==> config.mk <==
export PLATFORM = sky130hd
export DESIGN_NAME = fomm_cordic_cell
export DESIGN_NICKNAME = d
export VERILOG_FILES = /design/src/rtl/fomm_pkg.sv /design/src/rtl/fomm_cordic_cell.sv
export SDC_FILE = /design/constraint.sdc
export NUM_CORES = 1
export LEC_CHECK = 0
export BUFFER_PORTS_ARGS = -buffer_cell sky130_fd_sc_hd__buf_4
export CORE_MARGIN = 2
export CORE_UTILIZATION = 40
export DETAILED_ROUTE_END_ITERATION = 7
export PLACE_DENSITY_LB_ADDON = 0.12
export SLEW_MARGIN = 0
export SYNTH_ARGS = -nofsm -noshare
export SYNTH_HDL_FRONTEND = slang
export SYNTH_SLANG_ARGS = --single-unit
==> constraint.sdc <==
create_clock -name clk -period 3.4 [get_ports clk]
set_input_delay 0.68 -clock clk [delete_from_list [all_inputs] [get_ports clk]]
set_output_delay 0.68 -clock clk [all_outputs]
set_load 0.03 [all_outputs]
==> src/rtl/fomm_pkg.sv <==
package fomm_pkg;

  // Payload types
  typedef struct packed {
    logic signed [15:0] strafe_x;
    logic signed [15:0] forward_y;
    logic signed [15:0] rotate_cmd;
    logic signed [31:0] heading;
  } in_req_t;

  typedef struct packed {
    logic signed [15:0] left_front;
    logic signed [15:0] left_rear;
    logic signed [15:0] right_front;
    logic signed [15:0] right_rear;
  } out_res_t;

  // Default and limit of the rotation stage count
  localparam int CordicStagesDef = 16;
  localparam int TableLen        = 24;

  // Datapath widths
  localparam int CW     = 34;  // rotation x and y
  localparam int ZW     = 33;  // residual angle
  localparam int WW     = 20;  // wheel sums
  localparam int QB     = 20;  // quotient bits of the scaling divide
  localparam int DenW   = 35;  // divisor, magnitude of the largest wheel sum times 2^15
  localparam int RemW   = 55;  // partial remainder
  localparam int SqrtW  = 64;  // root extraction word
  localparam int SqrtN  = 32;  // root digits

  // Heading wrap constants: a full turn is 45 * 2^19 units
  localparam int HdgDiv       = 45;
  localparam int HdgOff       = 4140;      // 92 turns of the upper part
  localparam int RecipHi      = 11651;     // ceil(2^19 / 45)
  localparam int RecipHiShift = 19;
  localparam longint RecipW   = 47721859;  // ceil(2^31 / 45)

  localparam longint GainQ30 = 652032874;
  localparam int     OneQ15  = 32768;

  // Angle table in units of 2^-32 turn
  localparam logic [0:TableLen-1][31:0] AtanTurns = '{
    32'h20000000, 32'h12E4051E, 32'h09FB385B, 32'h051111D4, 32'h028B0D43, 32'h0145D7E1,
    32'h00A2F61E, 32'h00517C55, 32'h0028BE53, 32'h00145F2F, 32'h000A2F98, 32'h000517CC,
    32'h00028BE6, 32'h000145F3, 32'h0000A2FA, 32'h0000517D, 32'h000028BE, 32'h0000145F,
    32'h00000A30, 32'h00000518, 32'h0000028C, 32'h00000146, 32'h000000A3, 32'h00000051
  };

  // Fraction of the phase for each remainder of the divide by 45
  typedef logic [0:HdgDiv-1][12:0] frac_tbl_t;

  function automatic frac_tbl_t build_frac_tbl();
    frac_tbl_t t;
    for (int i = 0; i < HdgDiv; i++) begin
      t[i] = 13'((i * 8192) / HdgDiv);
    end
    return t;
  endfunction

  localparam frac_tbl_t FracTbl = build_frac_tbl();

  // Stage payloads
  typedef struct packed {
    logic signed [CW-1:0] x;
    logic signed [CW-1:0] y;
    logic signed [ZW-1:0] z;
    logic signed [15:0]   rot;
  } cordic_t;

  typedef struct packed {
    logic [SqrtW-1:0]      n;
    logic [SqrtW-1:0]      root;
    logic [3:0][WW-1:0]    wheel;
    logic [WW-1:0]         amax;
  } sqrt_t;

  typedef struct packed {
    logic [RemW-1:0]      rem;
    logic [DenW-1:0]      den;
    logic [QB-1:0]        quo;
    logic                 neg;
    logic                 scale;
    logic signed [WW-1:0] wheel;
  } div_t;

  // Clamp to the Q1.15 range
  function automatic logic signed [15:0] sat16(input logic signed [21:0] v);
    logic signed [15:0] r;
    if (v > 22'sd32767) begin
      r = 16'sh7FFF;
    end else if (v < -22'sd32768) begin
      r = 16'sh8000;
    end else begin
      r = v[15:0];
    end
    return r;
  endfunction

endpackage

==> src/rtl/fomm_cordic_cell.sv <==
module fomm_cordic_cell #(
  parameter int SHIFT = 0
) (
  input  logic              clk,
  input  logic              rst_n,
  input  logic              en,
  input  logic              vld_i,
  input  fomm_pkg::cordic_t d_i,
  output logic              vld_o,
  output fomm_pkg::cordic_t d_o
);
  import fomm_pkg::*;

  logic              vld_r;
  cordic_t           d_r;
  cordic_t           d_nxt;
  logic signed [CW-1:0] dx;
  logic signed [CW-1:0] dy;
  logic signed [ZW-1:0] at;

  // One micro-rotation toward zero residual angle.
  always_comb begin
    dx = d_i.y >>> SHIFT;
    dy = d_i.x >>> SHIFT;
    at = ZW'(AtanTurns[SHIFT]);
    d_nxt = d_i;
    if (!d_i.z[ZW-1]) begin
      d_nxt.x = d_i.x - dx;
      d_nxt.y = d_i.y + dy;
      d_nxt.z = d_i.z - at;
    end else begin
      d_nxt.x = d_i.x + dx;
      d_nxt.y = d_i.y - dy;
      d_nxt.z = d_i.z + at;
    end
  end

  always_ff @(posedge clk) begin
    if (!rst_n) begin
      vld_r <= 1'b0;
    end else if (en) begin
      vld_r <= vld_i;
    end
  end

  always_ff @(posedge clk) begin
    if (en) begin
      d_r <= d_nxt;
    end
  end

  assign vld_o = vld_r;
  assign d_o   = d_r;

endmodule

## Word level (Yosys, flattened, before mapping)

Cells that the tools add are included.

| storage, ports and cells | value |
|---|---|
| flip-flop bits (word level) | 118 |
| input bits | 121 |
| output and inout bits | 118 |
| logic and storage cells | 11 |

| cells by class | value |
|---|---|
| add/sub/neg operators | 5 |
| multiplexer cells | 1 |

Operator list:

| kind | number |
|---|---|
| two-way mux 101 bit | 1 |
| subtractor 34 bit | 2 |
| adder 34 bit | 1 |
| adder 33 x 31 -> 33 bit (second input constant) | 1 |
| subtractor 33 x 31 -> 33 bit (second input constant) | 1 |

## Logic depth before layout (Yosys ltp)

Gate-level depths: netlist of the first run.

| logic depth | value |
|---|---|
| depth after elaboration | 2 |
| mapped depth | 12 |
| gate-level depth less buffers | 11 |

## Worst setup path before layout of the first run

No wires, ideal clock.

| timing path | value |
|---|---|
| path kind | input -> register |
| start | input port d_i[62] (netlist name) |
| end | register d_r (netlist bit d_o[69]), data pin |
| setup time | 0.255 ns |
| arrival | 2.909 ns |
| required time | 3.145 ns |
| path slack | 0.236 ns |
| stages on the path | 11 |
| buffers on the path | 1 |
| cells stage by stage | inv_1 > ha_1 > buf_6 > nor2b_4 > or4_4 > or3b_1 > a41o_1 > a311o_1 > nand2_1 > a21oi_1 > a31o_1 |

RTL lines:

| item | line | source |
|---|---|---|
| start: declaration | fomm_cordic_cell.sv:8 | `input fomm_pkg::cordic_t d_i,` |
| end signal: assignment | fomm_cordic_cell.sv:48 | `d_r <= d_nxt;` |
| end: declaration | fomm_cordic_cell.sv:15 | `cordic_t d_r;` |

==> results of run 1 <==
==> metrics by stage <==
stage,util (%),cells
5_1_grt,56.7,1728
3_5_place_dp,54.1,1696
4_1_cts,56.7,1728
2_1_floorplan,-,1037
3_3_place_gp,54.1,1696
6_report,56.7,1728
==> area by class of cell <==
cell class / count / area (µm²)
timing repair buffer: 387 / 2960
clock inverter: 14 / 175
clock buffer: 18 / 439
multi-input combinational: 767 / 5370
tap: 319 / 399
fill: 2184 / 10100
inverter: 106 / 398
sequential: 117 / 3500
==> routing by layer <==
layer,vias up,GRT usage [%]
met5,-,0
met1,4341,33.5
met2,425,42.5
met3,55,5.04
li1,4477,-
met4,0,7.14
==> cells in the mapped netlist (3+ instances only) <==
cell	n
clkbuf_1	29
nor2_1	74
o21a_1	4
inv_1	105
nand2_1	53
a21o_1	19
o22ai_1	4
and3_1	3
a2111oi_0	5
buf_2	7
mux2i_1	6
nor3_1	11
nand4_1	16
and2_1	6
nand3_1	13
o21bai_1	21
o21ba_2	4
a21boi_0	3
o2111ai_1	3
edfxtp_1	116
or2_2	4
o311ai_0	6
nand3b_1	4
o2bb2ai_1	3
o211ai_1	18
nand2b_1	10
a211oi_1	11
buf_1	9
xor2_1	9
or3_1	9
fa_1	4
nor4_1	8
nor2b_1	13
o31a_1	3
o31ai_1	8
xnor2_1	53
a221oi_1	4
a31oi_1	11
ha_1	101
a21oi_1	126
a311o_1	3
o21ai_0	78
==> power by group <==
part / internal (mW) / leakage [nW] / switching [mW]
combinational: 0.899 / 4.52 / 1.30
clock: 1.18 / 0.305 / 0.742
sequential: 1.84 / 1.14 / 0.0692
total: 3.92 / 5.96 / 2.11
==> logic make-up (layout without fill, tap and decap cells) <==
family | Yosys count | count (layout) | synth area share (%)
AOI/OAI and AO/OA | 359 | 359 | 23.9
xor gates and xnor gates | 62 | 62 | 5.74
adders and majority gates | 105 | 105 | 14.2
buffers and inverters | 153 | 525 | 6.28
DFF | 117 | 117 | 37.0
muxes | 7 | 7 | 0.754
and+or+nand+nor | 234 | 234 | 12.1
==> sequential cells by signal, summed over array words and instances (netlist names) <==
register and count:
d_o 116, vld_o 1
==> worst register-to-register path: cells and delay by family (launching register included) <==
family | cells | cell delay (ps)
DFF | 1 | 310
muxes | 1 | 120
and+or+nand+nor | 1 | 60
==> worst min path at each step <==
stage,slack (ps),depth (start not counted),endpoint
2_1_floorplan,640,2,vld_o
3_3_place_gp,500,2,vld_o
3_5_place_dp,520,2,vld_o
4_1_cts,420,1,d_o[12]
5_1_grt,420,1,d_o[12]
6_report,430,1,d_o[12]
==> placed cells by master, fill, tap and decap left out, drive strengths merged, types with 16 or more instances in the layout <==
cell type,count
inv,108
ha,101
a21o,19
clkbuf,18
nor2,74
buf,387
o21bai,21
xnor2,53
edfxtp,116
nand4,16
o211ai,18
nand2,53
a21oi,127
o21ai,78
==> impl_results.md, run 1 <==
* Status: complete, no violations
* Vias in the first global route at 8917
* Starting Density at 40.6%
* Crit-path leading delay family: compound AO/OA/AOI/OAI gates
* Vias per cell at 5.38
* H-Tree Depth at 4
* Synth Instances at 1037
* Number of max-cap violations at 0
* Post-DP HPWL at 25500 µm
* IO Pins at 239
* Die H at 158 µm
* Clock transition at path regs at 60 ps
* Total negative setup slack at 0 ps
* Crit end category: flip-flop
* Clock buffer count from CTS at 17
* Clock Skew at 0 ps
* Area Overhead vs Synth at 39.9%
* FF-to-FF Start: vld_o
* Final number of setup-violating endpoints at 0
* Routed wire length at 32200 µm
* Post-synthesis async set-or-reset flop share at 0%
* Ys Warns at 0
* Die width at 158 µm
* Buffers on Ports at 238
* Hold WS at 432 ps
* DRC Markers at 0
* Layout cells sized above 1 at 31.1%
* Worst stage delay on the critical path at 510 ps
* Hold Buf Count CTS at 0
* Max layer used: met4
* Tmin final at 3180 ps
* Worst Path Required at 3540 ps
* Leading area contributor after synthesis: edfxtp_1
* Stages on worst setup path at 12
* CP Cell Sequence: buf_4 > inv_1 > ha_1 > nor3_1 > nand2_1 > a2111oi_1 > o31ai_1 > buf_4 > a21boi_0 > o21ai_0 > a31oi_1 > xnor2_1
* Seq/Total Area, Yosys at 37.0%
* DP Area at 12600 µm²
* Gpl congestion at 0.955
* CP Max Fanout at 5
* Worst hold start: d_i[12]
* TritonCTS clock tree: done
* Pin count of the biggest net entering global routing at 77
* Via count at 9298
* Met2 WL post-DR at 15100 µm
* Flops & latches, synth at 117
* Final Power at 6.03 mW
* Pre-antenna DRT Iters at 5
* M1 WL at 13800 µm
* EDFF count, synth at 116
* Fin worst setup slack at 223 ps
* CP Class: input pin to flip-flop
* FMAX at 315 MHz
* Power Density at 455 nW/µm²
* Metal3 WL at 2700 µm
* Worst-margin pin slew at 755 ps
* RSZ-0062 raised after global routing: false
* Crit path DAT at 3320 ps
* DR iter-0 viols at 796
* CP max stage cell: a2111oi_1
* Synth unique cells at 71
* # clock sinks at 117
* Final Cell Area at 13200 µm²
* Setup crit start kind: input pin
* Max-Slew Margin vs Limit at 49.6%
* Worst reg2reg endpoint: vld_o
* WL per Instance at 18.6 µm
* Final hold violation count at 0
* Worst Setup EP: d_o[108]
* CP most frequent cell: buf_4
* Area of the die at 24900 µm²
* Crit share post-route at 93.4%
* Resized Gates After CTS at 0
* Reg2reg path depth at 2
* Max Slew Vio Count at 0
* Synth Flop Type: edfxtp_1
* Antenna cells at 0
* Max VDD drop at 0.292 mV
* Clock latency on the worst-skew pair at 420 ps
* Mean Syn Cell Area at 9.13 µm²
* Hold WC Path Type: input pin to flip-flop
* Core area at 23300 µm²
* CP startpoint: d_i[65]
* Syn_nets at 1263
* Synth top area cells: edfxtp_1 37%, ha_1 13%, a21oi_1 6.7%
* FF-to-FF setup slack at 2810 ps
* CTS Buffer Depth at 2
* Setup bufs post-CTS at 0
* Worst slack at placement at -186 ps
* Post-route ant nets at 0
* Sum of buffers and inverters on the critical path at 3
* # rows at 56
* GRT Util Overall at 25.5%
* First-pass GRT wire length at 48500 µm
* Root Driver: clkbuf_16
* Netlist Area Pre-Place at 9460 µm²
* Fin nets at 1622
* Initial antenna violation count at 0
* Synth top area share at 36.8%
* Gr ovfl total at 0
* LEAKAGE at 5.96 nW
Power figures use the tool's default switching activity.
==> run 2, diff against run 1 <==
--- a/config.mk
+++ b/config.mk
@@ -6,6 +6,8 @@
 export NUM_CORES = 1
 export LEC_CHECK = 0
 export BUFFER_PORTS_ARGS = -buffer_cell sky130_fd_sc_hd__buf_4
+export CELL_PAD_IN_SITES_DETAIL_PLACEMENT = 0
+export CELL_PAD_IN_SITES_GLOBAL_PLACEMENT = 1
 export CORE_MARGIN = 2
 export CORE_UTILIZATION = 40
 export DETAILED_ROUTE_END_ITERATION = 7
==> impl_results.md, run 2 (synthesis results as in run 1) <==
* FF-to-FF setup slack at 2800 ps (was 2810 ps)
* Tmin final at 3210 ps (was 3180 ps)
* Layout cells sized above 1 at 32.2% (was 31.1%)
* Pin count of the biggest net entering global routing at 86 (was 77)
* Largest register FFs at 116 (unchanged)
* Core area at 23300 µm² (unchanged)
* Clock transition at path regs at 70 ps (was 60 ps)
* CTS Buffer Depth at 2 (unchanged)
* TritonCTS clock tree: done (unchanged)
* IO Pins at 239 (unchanged)
* RSZ-0062 raised after global routing: false (unchanged)
* FF-to-FF Start: vld_o (unchanged)
* Die width at 158 µm (unchanged)
* Commonest cells after routing, fill and taps aside: 402 x buf_4, 125 x a21oi_1, 116 x edfxtp_1 (was 383 x buf_4, 126 x a21oi_1, 116 x edfxtp_1)
* CP Class: input pin to flip-flop (unchanged)
* DP Area at 12700 µm² (was 12600 µm²)
* H-Tree Depth at 4 (unchanged)
* Max VDD drop at 0.310 mV (was 0.292 mV)
* FMAX at 311 MHz (was 315 MHz)
* Worst Setup EP: d_o[111] (was d_o[108])
* # rows at 56 (unchanged)
* Area of the die at 24900 µm² (unchanged)
* Setup crit start kind: input pin (unchanged)
* Pre-antenna DRT Iters at 5 (unchanged)
* Power Density at 453 nW/µm² (was 455 nW/µm²)
* Routed wire length at 33500 µm (was 32200 µm)
* Area Overhead vs Synth at 41.4% (was 39.9%)
* Worst-margin pin slew at 637 ps (was 755 ps)
* Crit share post-route at 94.6% (was 93.4%)
* WL per Instance at 19.2 µm (was 18.6 µm)
* Vias per cell at 5.34 (was 5.38)
* GRT Util Overall at 26.6% (was 25.5%)
* Total negative setup slack at 0 ps (unchanged)
* DR iter-0 viols at 717 (was 796)
* Gpl congestion at 0.925 (was 0.955)
* LEAKAGE at 6.04 nW (was 5.96 nW)
* Initial antenna violation count at 0 (unchanged)
* Die H at 158 µm (unchanged)
* Commonest non-fill, non-tap cell in the layout: buf_4 (unchanged)
* Crit path DAT at 3370 ps (was 3320 ps)
* First-pass GRT wire length at 50300 µm (was 48500 µm)
* Final hold violation count at 0 (unchanged)
* Root Driver: clkbuf_16 (unchanged)
* Buffers on Ports at 238 (unchanged)
* Starting Density at 40.6% (unchanged)
* DRC Markers at 0 (unchanged)
* Setup bufs post-CTS at 0 (unchanged)
* Clock latency on the worst-skew pair at 410 ps (was 420 ps)
* Worst reg2reg endpoint: vld_o (unchanged)
* Vias in the first global route at 9113 (was 8917)
* Gr ovfl total at 0 (unchanged)
* Antenna cells at 0 (unchanged)
* Fin nets at 1640 (was 1622)
* Clock buffer count from CTS at 17 (unchanged)
* # clock sinks at 117 (unchanged)
* CP startpoint: d_i[49] (was d_i[65])
* Max-Slew Margin vs Limit at 57.2% (was 49.6%)
* Hold WC Path Type: input pin to flip-flop (unchanged)
* Post-route ant nets at 0 (unchanged)
* Crit end category: flip-flop (unchanged)
* Number of max-cap violations at 0 (unchanged)
* CP Max Fanout at 3 (was 5)
* Final Cell Area at 13400 µm² (was 13200 µm²)
* Clock Skew at 0 ps (unchanged)
* Post-DP HPWL at 26900 µm (was 25500 µm)
* Layout filler cell count at 2167 (was 2184)
* Worst Path Required at 3560 ps (was 3540 ps)
* Via count at 9325 (was 9298)
* Final number of setup-violating endpoints at 0 (unchanged)
* Reg2reg path depth at 2 (unchanged)
* Max Slew Vio Count at 0 (unchanged)
* Status: complete, no violations (unchanged)
[run 2: cell count changes in the layout (fill, tap and decap cells not counted), sizes merged]
cell,delta
clkinvlp,+1
clkinv,-6
bufinv,-1
clkbuf,-1
inv,+7
buf,+18
[run 2: metal layers]
metal	GRT usage (%)	routed length, µm	vias up
li1	-	-	4512
met3	5.17	2430	67
met4	10.4	1100	0
met1	33.8	14400	4343
met5	0	0	-
met2	44.4	15600	403
[run 2: through the flow]
step / hold WS [ps] / setup slack (ps) / std cells / power (mW) / util (%)
global placement: 500 / -336 / 1714 / 4.14 / 54.6
finish: 435 / 185 / 1746 / 6.06 / 57.3
floorplan: 640 / 236 / 1037 / 3.14 / -
global route: 420 / 29.8 / 1746 / 6.32 / 57.3
detailed placement: 527 / -300 / 1714 / 4.14 / 54.6
CTS: 421 / 102 / 1746 / 6.08 / 57.2
[run 2: worst min-delay path by stage]
stage	depth (start not counted)	start	slack (ps)	end
after detailed placement	2	vld_o	530	vld_o
after global placement	2	vld_o	500	vld_o
after floorplan	2	vld_o	640	vld_o
after CTS	1	d_i[37]	420	d_o[37]
after global routing	1	d_i[37]	420	d_o[37]
final	1	d_i[37]	430	d_o[37]
[run 2: repair_timing]
| item | in CTS | in global routing |
|---|---|---|
| hold endpoints to repair | 0 | 0 |
| resized for setup | 0 | 8 |
| setup endpoints to repair | 0 | 18 |
| hold buffers | 0 | 0 |
[run 2: layout make-up]
class | count | area, µm² | share of cell area (%)
clock inverter | 15 | 185 | 1.38
sequential | 117 | 3500 | 26.2
multi-input combinational | 767 | 5390 | 40.3
clock buffer | 17 | 425 | 3.18
tap | 319 | 399 | 2.98
timing repair buffer | 405 | 3080 | 23.0
inverter | 106 | 398 | 2.97
[run 2: critical path, cell delays in order]
cell	delay, ps
buf_4	120
ha_1	220
fa_1	390
nor3b_1	180
o311ai_1	300
buf_4	170
a31oi_1	120
o311ai_1	280
buf_4	170
nand3_1	190
a31oi_2	260
o21ai_0	130
xnor2_1	170
[run 2: report_power, final]
| group | total (mW) | internal, mW | switching (mW) |
|---|---|---|---|
| Clock | 1.92 | 1.12 | 0.803 |
| Combinational | 2.23 | 0.913 | 1.32 |
| Sequential | 1.90 | 1.84 | 0.0693 |
| Total | 6.06 | 3.87 | 2.19 |
