==> src/rtl/fomm_pkg.sv <==
package fomm_pkg;

  // Payload types
  typedef struct packed {
    logic signed [15:0] strafe_x;
    logic signed [15:0] forward_y;
    logic signed [15:0] rotate_cmd;
    logic signed [31:0] heading;
  } in_req_t;

  typedef struct packed {
    logic signed [15:0] left_front;
    logic signed [15:0] left_rear;
    logic signed [15:0] right_front;
    logic signed [15:0] right_rear;
  } out_res_t;

  // Default and limit of the rotation stage count
  localparam int CordicStagesDef = 16;
  localparam int TableLen        = 24;

  // Datapath widths
  localparam int CW     = 34;  // rotation x and y
  localparam int ZW     = 33;  // residual angle
  localparam int WW     = 20;  // wheel sums
  localparam int QB     = 20;  // quotient bits of the scaling divide
  localparam int DenW   = 35;  // divisor, magnitude of the largest wheel sum times 2^15
  localparam int RemW   = 55;  // partial remainder
  localparam int SqrtW  = 64;  // root extraction word
  localparam int SqrtN  = 32;  // root digits

  // Heading wrap constants: a full turn is 45 * 2^19 units
  localparam int HdgDiv       = 45;
  localparam int HdgOff       = 4140;      // 92 turns of the upper part
  localparam int RecipHi      = 11651;     // ceil(2^19 / 45)
  localparam int RecipHiShift = 19;
  localparam longint RecipW   = 47721859;  // ceil(2^31 / 45)

  localparam longint GainQ30 = 652032874;
  localparam int     OneQ15  = 32768;

  // Angle table in units of 2^-32 turn
  localparam logic [0:TableLen-1][31:0] AtanTurns = '{
    32'h20000000, 32'h12E4051E, 32'h09FB385B, 32'h051111D4, 32'h028B0D43, 32'h0145D7E1,
    32'h00A2F61E, 32'h00517C55, 32'h0028BE53, 32'h00145F2F, 32'h000A2F98, 32'h000517CC,
    32'h00028BE6, 32'h000145F3, 32'h0000A2FA, 32'h0000517D, 32'h000028BE, 32'h0000145F,
    32'h00000A30, 32'h00000518, 32'h0000028C, 32'h00000146, 32'h000000A3, 32'h00000051
  };

  // Fraction of the phase for each remainder of the divide by 45
  typedef logic [0:HdgDiv-1][12:0] frac_tbl_t;

  function automatic frac_tbl_t build_frac_tbl();
    frac_tbl_t t;
    for (int i = 0; i < HdgDiv; i++) begin
      t[i] = 13'((i * 8192) / HdgDiv);
    end
    return t;
  endfunction

  localparam frac_tbl_t FracTbl = build_frac_tbl();

  // Stage payloads
  typedef struct packed {
    logic signed [CW-1:0] x;
    logic signed [CW-1:0] y;
    logic signed [ZW-1:0] z;
    logic signed [15:0]   rot;
  } cordic_t;

  typedef struct packed {
    logic [SqrtW-1:0]      n;
    logic [SqrtW-1:0]      root;
    logic [3:0][WW-1:0]    wheel;
    logic [WW-1:0]         amax;
  } sqrt_t;

  typedef struct packed {
    logic [RemW-1:0]      rem;
    logic [DenW-1:0]      den;
    logic [QB-1:0]        quo;
    logic                 neg;
    logic                 scale;
    logic signed [WW-1:0] wheel;
  } div_t;

  // Clamp to the Q1.15 range
  function automatic logic signed [15:0] sat16(input logic signed [21:0] v);
    logic signed [15:0] r;
    if (v > 22'sd32767) begin
      r = 16'sh7FFF;
    end else if (v < -22'sd32768) begin
      r = 16'sh8000;
    end else begin
      r = v[15:0];
    end
    return r;
  endfunction

endpackage

==> src/rtl/fomm_div_cell.sv <==
module fomm_div_cell #(
  parameter int POS = 0
) (
  input  logic           clk,
  input  logic           rst_n,
  input  logic           en,
  input  logic           vld_i,
  input  fomm_pkg::div_t d_i,
  output logic           vld_o,
  output fomm_pkg::div_t d_o
);
  import fomm_pkg::*;

  logic            vld_r;
  div_t            d_r;
  div_t            d_nxt;
  logic [RemW-1:0] dsh;

  // One restoring quotient bit.
  always_comb begin
    dsh   = RemW'(d_i.den) << POS;
    d_nxt = d_i;
    if (d_i.rem >= dsh) begin
      d_nxt.rem      = d_i.rem - dsh;
      d_nxt.quo[POS] = 1'b1;
    end
  end

  always_ff @(posedge clk) begin
    if (!rst_n) begin
      vld_r <= 1'b0;
    end else if (en) begin
      vld_r <= vld_i;
    end
  end

  always_ff @(posedge clk) begin
    if (en) begin
      d_r <= d_nxt;
    end
  end

  assign vld_o = vld_r;
  assign d_o   = d_r;

endmodule
==> config.mk <==
export PLATFORM = sky130hd
export DESIGN_NAME = fomm_div_cell
export DESIGN_NICKNAME = d
export VERILOG_FILES = /design/src/rtl/fomm_pkg.sv /design/src/rtl/fomm_div_cell.sv
export SDC_FILE = /design/constraint.sdc
export NUM_CORES = 1
export LEC_CHECK = 0
export BUFFER_PORTS_ARGS = -buffer_cell sky130_fd_sc_hd__buf_2
export CAP_MARGIN = 20
export CORE_MARGIN = 2
export CORE_UTILIZATION = 55
export CTS_BUF_LIST = sky130_fd_sc_hd__clkbuf_8
export CTS_CLUSTER_DIAMETER = 100
export DETAILED_ROUTE_END_ITERATION = 6
export HOLD_SLACK_MARGIN = 0.1
export PLACE_DENSITY = 0.87
export SETUP_SLACK_MARGIN = 0.4
export SYNTH_ARGS = -nofsm -noshare
export SYNTH_HDL_FRONTEND = slang
export SYNTH_SLANG_ARGS = --single-unit
==> constraint.sdc <==
create_clock -name clk -period 7.4 [get_ports clk]
set_clock_uncertainty 0.1 [all_clocks]
set_input_delay 1.11 -clock clk [delete_from_list [all_inputs] [get_ports clk]]
set_output_delay 1.11 -clock clk [all_outputs]
set_load 0.03 [all_outputs]
== After elaboration in Yosys (flattened, before gate mapping) ==
Index checks and enable logic that the tools add are counted.
Cells by class
  order comparisons: 1
  muxes and demuxes: 1
  add/subtract/negate cells: 1
Operators with widths (number)
  $ge 55x35->1: 1
  $mux 55: 1
  $sub 55x35->55: 1
Word-level totals
  register bits after elaboration: 133
  word-level logic and storage cells: 11
  input bits: 136

== Longest topological paths before layout ==
Gate-level depths: netlist (run 1).
  depth after elaboration: 2
  gate-level depth with buffers: 13
  depth with buffers taken out: 12

== Worst setup path before layout (run 1) ==
No wires, ideal clock.
  kind: input -> register
  start point: input port d_i[65] (netlist bit)
  end point: register d_r, in the netlist d_o[122], data pin
  arrival: 3794 ps
  stages on the path: 12
  setup time: 266 ps
  slack: 3241 ps
  path through: inv_1 -> ha_1 -> buf_2 -> nand4_1 -> or3_1 -> or4b_2 -> o31ai_4 -> a211oi_1 -> or3_4 -> buf_6 -> nor4_4 -> xor2_1
RTL lines
  start, declared: RTL line fomm_div_cell.sv:8  | input fomm_pkg::div_t d_i,
  end signal, assigned: RTL line fomm_div_cell.sv:39  | d_r <= d_nxt;
  end, declared: RTL line fomm_div_cell.sv:15  | div_t d_r;

==> flow_summary.toml, run 1 <==
[grt]
antenna_found_initial = 2
grt_pass1_vias = 5932
grtUsageTotal = 0.266
grt_pass1_wl_um = 29300
grt_remaining_overflow = 0
grt_max_degree = 75

[place]
dp_hpwl_um = 14500
io_buffers = 268
place.gp.congestion = 0.903

[synthesis]
syn_area_per_cell_um2 = 11.1
synth_area_um2 = 7250
synthCells = 654
ys_async_sr_fraction = 0
ys_seq_area_frac = 0.550
yosysMostFrequentCell = "edfxtp_1"
yosys.area.top_type = "edfxtp_1"
ys_top_cells_by_area = "edfxtp_1 55%, ha_1 6.0%, o21ai_0 4.1%"
synth-seq-cells = 133
synth_commonest_cells = "132 x edfxtp_1, 74 x nand2_1, 60 x o21ai_0, 52 x a21oi_1, 43 x inv_1"
synth-edff-count = 132
synth_top_area_frac = 0.547
yosys_warnings = 0
synthesis.nets = 826
synthFlopType = "edfxtp_1"
synth_cell_type_count = 55

[clock_network]
clkLatencyLatePin_ns = 0.45
post_cts_resized = 0
post-cts-setup-buffers = 0
cts_buffers = 17
cts.sinks = 133
h-tree-depth = 4
path_clk_slew_ns = 0.09
clockBufferDepth = 2
root_buffer = "clkbuf_8"
cts_tree = "built"
hold_buffers = 0

[job]
drv_cap = 0

[critical_path]
cpMaxStageDelayCell = "or4b_2"
worstSetupStartpointType = "input port"
worstPathCellList = "buf_2 > inv_1 > ha_1 > nand4_1 > or3_1 > or4b_2 > o31ai_4 > a211oi_4 > buf_4 > or3_4 > nor4_1 > xor2_1"
worstSetupPathType = "in -> reg"
crit_fanout = 74
cp.required_ns = 7.47
cpPeakStageDelay_ns = 0.68
crit_arrival_ns = 4.77
crit_path_end_kind = "register"

[route]
drt_wl_total_um = 19000
wl_per_cell_um = 17.2
vias = 6136
first_iter_violations = 424
drcViolationCount = 0
drtPass1Iterations = 5
vias_per_cell = 5.57
ant_nets = 0

[sta]
rsz0062_at_grt = "no"
setup_viol = 0
period_minus_slack_ns = 4.70
worst_pin_slew_ns = 1.02
drv_slew = 0
max_freq_mhz = 213
finalSetupTns_ns = 0
holdWs_ns = 0.458
hold_viol = 0
fin_crit_sh = 0.635
slew_headroom = 0.312

[min_path]
hp-class = "reg -> reg"

[floorplanning]
die_y_um = 119
ios = 269
die-area_um2 = 14100
die_w_um = 119
start_util = 0.570
coreArea_um2 = 12700
rows = 41

[final_layout]
num-nets-final = 1086
utilization = 0.716
drive_above_1_share = 0.344
areaGrowthSynthToFinish_pct = 25.6

[power_and_ir_drop]
swShare = 0.329
pwr-share-clk = 0.290
pwr-share-comb = 0.257
p_switching_uw = 684
leakagePower_uw = 0.00388
power-per-cell-area_nw_per_um2 = 228
intPower_uw = 1390
ir_drop_v = 0.000122
seqPwrFrac = 0.453

[run_status]
status = "completed"
[worst paths after layout]
| check | cells after the start | startpoint | slack, ns | to |
|---|---|---|---|---|
| worst max-delay path | 12 | d_i[65] | 2.70 | d_o[125] |
| worst max register to register | 2 | vld_o | 6.66 | vld_o |
| worst min register to register | 2 | vld_o | 0.46 | vld_o |
| worst min-delay path | 2 | vld_o | 0.46 | vld_o |
[metal layers]
metal	global-route usage	part of all wire	wire (µm)
met2	0.451	0.50	9570
met3	0.0907	0.092	1750
met4	0.125	0.029	548
met5	0	0	0
met1	0.301	0.37	7100
[power by group through the flow]
| stage | sequential [µW] | clock (µW) | combinational [µW] |
|---|---|---|---|
| after floorplan | 1120 | 0 | 188 |
| after global placement | 955 | 0 | 520 |
| after detailed placement | 958 | 0 | 529 |
| after CTS | 942 | 614 | 531 |
| after global routing | 948 | 645 | 572 |
| final | 941 | 602 | 534 |
[worst max-delay path: cells and delay by family]
kind | cells | cell delay [ns]
AND/OR/NAND/NOR | 5 | 2.29
buffers and inverters | 3 | 0.47
adder cells (fa/ha/maj) | 1 | 0.42
AO/OA/AOI/OAI | 2 | 0.32
XOR/XNOR | 1 | 0.14
[through the flow]
step	power [µW]	std cells	worst slack [ns]	cell area [µm²]
floorplan	1310	654	3.24	7250
global placement	1480	1067	2.49	8710
detailed placement	1490	1067	2.34	8710
CTS	2090	1099	2.78	9100
global route	2160	1099	2.52	9100
finish	2080	1101	2.70	9110
[area by class of cell]
cell class                 instances  area (µm²)
sequential                       133        3980
fill                             937        3610
multi-input combinational        448        2980
timing repair buffer             271        1370
clock buffer                      17         234
tap                              172         215
inverter                          43         161
clock inverter                    15         155
antenna                            2        5.00
[registers in the layout, indices dropped and copies added, names as in the netlist]
register  cells
d_o         132
vld_o         1
[cells by family after synthesis]
group,Yosys count,synth area share
AND/OR/NAND/NOR,195,0.146
AO/OA/AOI/OAI,161,0.132
flip-flops,133,0.550
buffers and inverters,73,0.0406
XOR/XNOR,50,0.0604
adder cells (fa/ha/maj),36,0.0632
multiplexers,6,0.00863
[cell usage in the layout (no fill, tap or decap), types with 5 or more instances in the layout]
master / n
xnor2_1: 18
nand2_1: 74
nand4_1: 15
nor2_1: 24
buf_2: 267
edfxtp_1: 132
nor4_1: 9
xor2_1: 32
a21oi_1: 52
ha_1: 35
and3_1: 5
o21ai_0: 60
nor2b_1: 9
nor3_1: 13
a21o_1: 13
a211oi_1: 8
o21bai_1: 8
nand3_1: 6
or3_1: 6
inv_1: 44
nand2b_1: 9
clkbuf_8: 17
(Power assumes the default switching activity.)
==> inputs of run 2 (changes only) <==
- CORE_UTILIZATION: 55 -> 51
- PLACE_DENSITY: 0.87 -> 0.81
- clock period: 7.4 -> 4.68 ns (I/O delays scaled with it)
==> run 2 against run 1 <==
Effect of this change:
- clock power is 59% higher
- core utilization is 5.7 points lower
- combinational power is 59% higher
- sequential share of layout area is 0.16 points lower
- final cell count is 0.91% higher
- clock-buffer cell count stayed put
- sequential power is 58% higher
- die area is 7.6% higher
- non-clock buffer count is 4 higher
- power is 58% higher
- critical endpoint is now d_o[117]
- largest cell class unchanged
==> flow_summary.toml, run 2 (same netlist as run 1, synthesis figures left out) <==
[route]
drt_wl_total_um = 18800
drcViolationCount = 0
drtPass1Iterations = 5
wl_per_cell_um = 16.9
first_iter_violations = 561
vias = 6087
vias_per_cell = 5.48
ant_nets = 0

[critical_path]
cpPeakStageDelay_ns = 0.69
crit_arrival_ns = 3.86
worstPathCellList = "buf_2 > inv_1 > ha_1 > nand4_1 > or3_1 > or4b_2 > o31ai_4 > a211oi_4 > or3_4 > nor4_1 > xor2_1"
cpMaxStageDelayCell = "or4b_2"
crit_fanout = 13
path_delay_family = "simple AND/OR/NAND/NOR gates"
crit_path_end_kind = "register"
worstSetupPathType = "in -> reg"
worstSetupStartpointType = "input port"
cp.required_ns = 4.77
worst-path-buf-inv = 2

[floorplanning]
rows = 43
die-area_um2 = 15200
die_y_um = 123
coreArea_um2 = 13900
die_w_um = 123
start_util = 0.522
ios = 269

[power_and_ir_drop]
ir_drop_v = 0.000174
power_uw = 3290
power-per-cell-area_nw_per_um2 = 360
leakagePower_uw = 0.00389

[final_layout]
final_cell_mix = "267 x buf_2, 132 x edfxtp_1, 74 x nand2_1"
areaGrowthSynthToFinish_pct = 26.1
utilization = 0.659
layout_commonest_cell = "buf_2"
largest_reg_flops = 132
fill_cells = 1095
num-nets-final = 1090
antennaDiodeCount = 0
drive_above_1_share = 0.348

[sta]
slew_headroom = 0.391
fin_crit_sh = 0.807
hold_viol = 0
finalSetupTns_ns = 0
setup_viol = 0
rsz0062_at_grt = "no"
drv_slew = 0
worst_pin_slew_ns = 0.913
max_freq_mhz = 265
period_minus_slack_ns = 3.77

[job]
drv_cap = 0

[clock_network]
root_buffer = "clkbuf_8"
path_clk_slew_ns = 0.09
hold_buffers = 0
cts_buffers = 17
h-tree-depth = 4
cts.sinks = 133
clkLatencyLatePin_ns = 0.44
clockBufferDepth = 2
post_cts_resized = 0
cts_tree = "built"
post-cts-setup-buffers = 0

[place]
dp_hpwl_um = 14400
place.gp.congestion = 0.861
io_buffers = 268

[run_status]
status = "completed"

[min_path]
hp-class = "in -> reg"

[grt]
grt_max_degree = 100
grtUsageTotal = 0.242
grt_remaining_overflow = 0
grt_pass1_wl_um = 28300
antenna_found_initial = 1
grt_pass1_vias = 5808
[run 2: area by class of cell]
type,instances,area (µm²),share of cell area
Sequential cell,133,3980,0.436
Multi-Input combinational cell,448,2980,0.326
Timing Repair Buffer,275,1400,0.153
Clock buffer,17,234,0.0256
Tap cell,180,225,0.0246
Inverter,43,161,0.0177
Clock inverter,15,154,0.0168
[run 2: power breakdown]
group | switching [µW] | internal [µW] | total [µW] | leakage, µW
logic | 576 | 271 | 847 | 0.00241
registers | 29.6 | 1460 | 1490 | 0.00130
clock network | 483 | 475 | 957 | 0.000179
total | 1090 | 2200 | 3290 | 0.00389
[run 2: metal layers]
metal,vias to the layer above,global-route usage,share of wire
met4,0,0.0774,0.021
met5,-,0,0
li1,2938,-,-
met3,29,0.0733,0.089
met2,293,0.399,0.48
met1,2827,0.306,0.41
[run 2: through the flow]
stage               area, µm²  worst slack, ns  hold slack, ns  std cells
floorplan                7250            0.929           0.540        654
global placement         8750            0.588           0.397       1079
detailed placement       8750            0.473           0.404       1079
CTS                      9140            0.954           0.311       1111
global route             9140            0.690           0.303       1111
finish                   9140            0.905           0.334       1111
[run 2: path summary, 6_finish.rpt]
path | startpoint | endpoint | slack (ns) | cells after the start
worst max-delay path | d_i[65] | d_o[117] | 0.91 | 11
worst min-delay path | d_i[28] | d_o[28] | 0.33 | 1
worst max register to register | vld_o | vld_o | 3.99 | 2
worst min register to register | vld_o | vld_o | 0.42 | 2
[run 2: worst reg2reg max path: cells and delay by family (launching register included)]
| family | cells | cell delay (ns) |
|---|---|---|
| muxes | 1 | 0.12 |
| and+or+nand+nor | 1 | 0.06 |
| DFF | 1 | 0.31 |
==> inputs of run 3 (changes only) <==
- CORE_UTILIZATION: 51 -> 46
- PLACE_DENSITY: 0.81 -> 0.77
- clock period: 4.68 -> 3.35 ns (I/O delays scaled with it)
==> run 3 against run 2 <==
Effect of this change:
- design area increased by 15%
- sequential power increased by 40%
- sequential share of layout area decreased by 5.7 points
- register-to-register slack got worse by 1.3 ns
- power increased by 45%
- clock power increased by 36%
- combinational power increased by 64%
- flip-flop and latch count unchanged
==> flow_summary.toml, run 3 (same netlist as run 1, synthesis figures left out) <==
[run_status]
status = "completed"

[place]
io_buffers = 268
dp_hpwl_um = 16200
dpl_cell_area_um2 = 9660
place.gp.congestion = 0.915
dp.cells = 1201

[route]
drt_wl_total_um = 21300
vias = 6549
drtPass1Iterations = 6
first_iter_violations = 504
drcViolationCount = 0
wl_per_cell_um = 16.9
ant_nets = 0
vias_per_cell = 5.18

[job]
drv_cap = 0

[power_and_ir_drop]
seqPwrFrac = 0.436
power-per-cell-area_nw_per_um2 = 452
pwr-share-clk = 0.272
ir_drop_v = 0.000239
leakagePower_uw = 0.00451
swShare = 0.349
intPower_uw = 3100
p_switching_uw = 1660
pwr-share-comb = 0.292

[min_path]
hp-class = "in -> reg"

[grt]
grt_remaining_overflow = 0
grt_max_degree = 76
antenna_found_initial = 2
grt_pass1_vias = 6189
grtUsageTotal = 0.244
grt_pass1_wl_um = 31400

[final_layout]
layout_commonest_cell = "buf_2"
fill_cells = 1191
largest_reg_flops = 132
drive_above_1_share = 0.452
final_cell_mix = "259 x buf_2, 132 x edfxtp_1, 107 x buf_4"
fin_cells = 1264
areaGrowthSynthToFinish_pct = 45.3
design_area_um2 = 10500
num-nets-final = 1211

[critical_path]
reg2regPathDepth = 2
crit_path_end_kind = "register"
crit_fanout = 4
crit_arrival_ns = 3.19
endpoint = "d_o[128]"
r2r_setup_slack_ns = 2.66
worstSetupPathType = "in -> reg"
regToRegEndpoint = "vld_o"
worstSetupStartpointType = "input port"
r2r_start = "vld_o"
cp.required_ns = 3.46
startpoint = "d_i[115]"

[floorplanning]
coreArea_um2 = 15300
die_y_um = 130
rows = 45
start_util = 0.473
die-area_um2 = 16800
die_w_um = 130
ios = 269

[sta]
fin_crit_sh = 0.921
period_minus_slack_ns = 3.08
setup_viol = 0
slew_headroom = 0.427
max_freq_mhz = 324
drv_slew = 0
worst_pin_slew_ns = 0.857
hold_viol = 0
rsz0062_at_grt = "yes"

[clock_network]
cts_tree = "built"
clockBufferDepth = 2
clkLatencyLatePin_ns = 0.45
cts.sinks = 133
path_clk_slew_ns = 0.09
h-tree-depth = 4
cts_buffers = 17
root_buffer = "clkbuf_8"
==> run 3: critical path, stage by stage <==
cell	delay, ns
buf_6	0.09
or4_4	0.53
or3_4	0.35
or4_4	0.45
o31ai_4	0.30
a211oi_4	0.09
buf_6	0.15
or3_4	0.36
buf_6	0.14
nor4_4	0.14
xor2_1	0.09
==> run 3: worst min-delay path by stage <==
stage	from	depth (start not counted)	end	slack [ns]
2_1_floorplan	d_i[0]	0	d_o[0]	0.50
6_report	d_i[0]	1	d_o[0]	0.12
5_1_grt	d_i[26]	1	d_o[26]	0.10
4_1_cts	d_i[27]	1	d_o[27]	0.10
3_5_place_dp	vld_o	2	vld_o	0.41
3_3_place_gp	vld_o	2	vld_o	0.39
==> run 3: power groups by stage <==
stage / Sequential (µW) / Clock (µW) / Combinational (µW)
floorplan: 2470 / 0 / 449
global placement: 2110 / 0 / 1310
detailed placement: 2120 / 0 / 1330
CTS: 2080 / 1310 / 1360
global route: 2100 / 1390 / 1500
finish: 2080 / 1300 / 1390
==> run 3: final cells by class <==
cell class / instances / area (µm²) / area share
sequential: 133 / 3980 / 0.378
multi-input combinational: 449 / 3310 / 0.314
timing repair buffer: 395 / 2420 / 0.230
tap: 211 / 264 / 0.0251
clock buffer: 17 / 234 / 0.0222
inverter: 43 / 176 / 0.0168
clock inverter: 15 / 140 / 0.0133
antenna: 1 / 2.50 / 0.000238
==> run 3: through the flow <==
stage	util	total power (µW)	hold slack, ns	setup TNS, ns	setup WS (ns)
after detailed placement	0.631	3450	0.410	-4.30	-0.287
after floorplan	-	2920	0.501	0	0.00855
final	0.688	4760	0.116	0	0.266
after CTS	0.672	4750	0.100	0	0.310
after global routing	0.688	4980	0.101	0	0.216
after global placement	0.631	3420	0.392	-2.09	-0.222
==> run 3: timing repair <==
action | in CTS | in global routing
hold buffers | 8 | 6
gates cloned | 1 | 0
pin swaps | 4 | 12
setup endpoints to repair | 19 | 43
resized for setup | 21 | 24
buffers inserted | 6 | 9
hold endpoints to repair | 8 | 6
==> run 3: routing by layer <==
metal  GRT usage  vias to the layer above  share of wire
li1            -                     3177              -
met1       0.314                     3044           0.41
met2       0.413                      288           0.50
met3      0.0603                       38          0.078
met4      0.0721                        2          0.015
met5           0                        -        0.00061
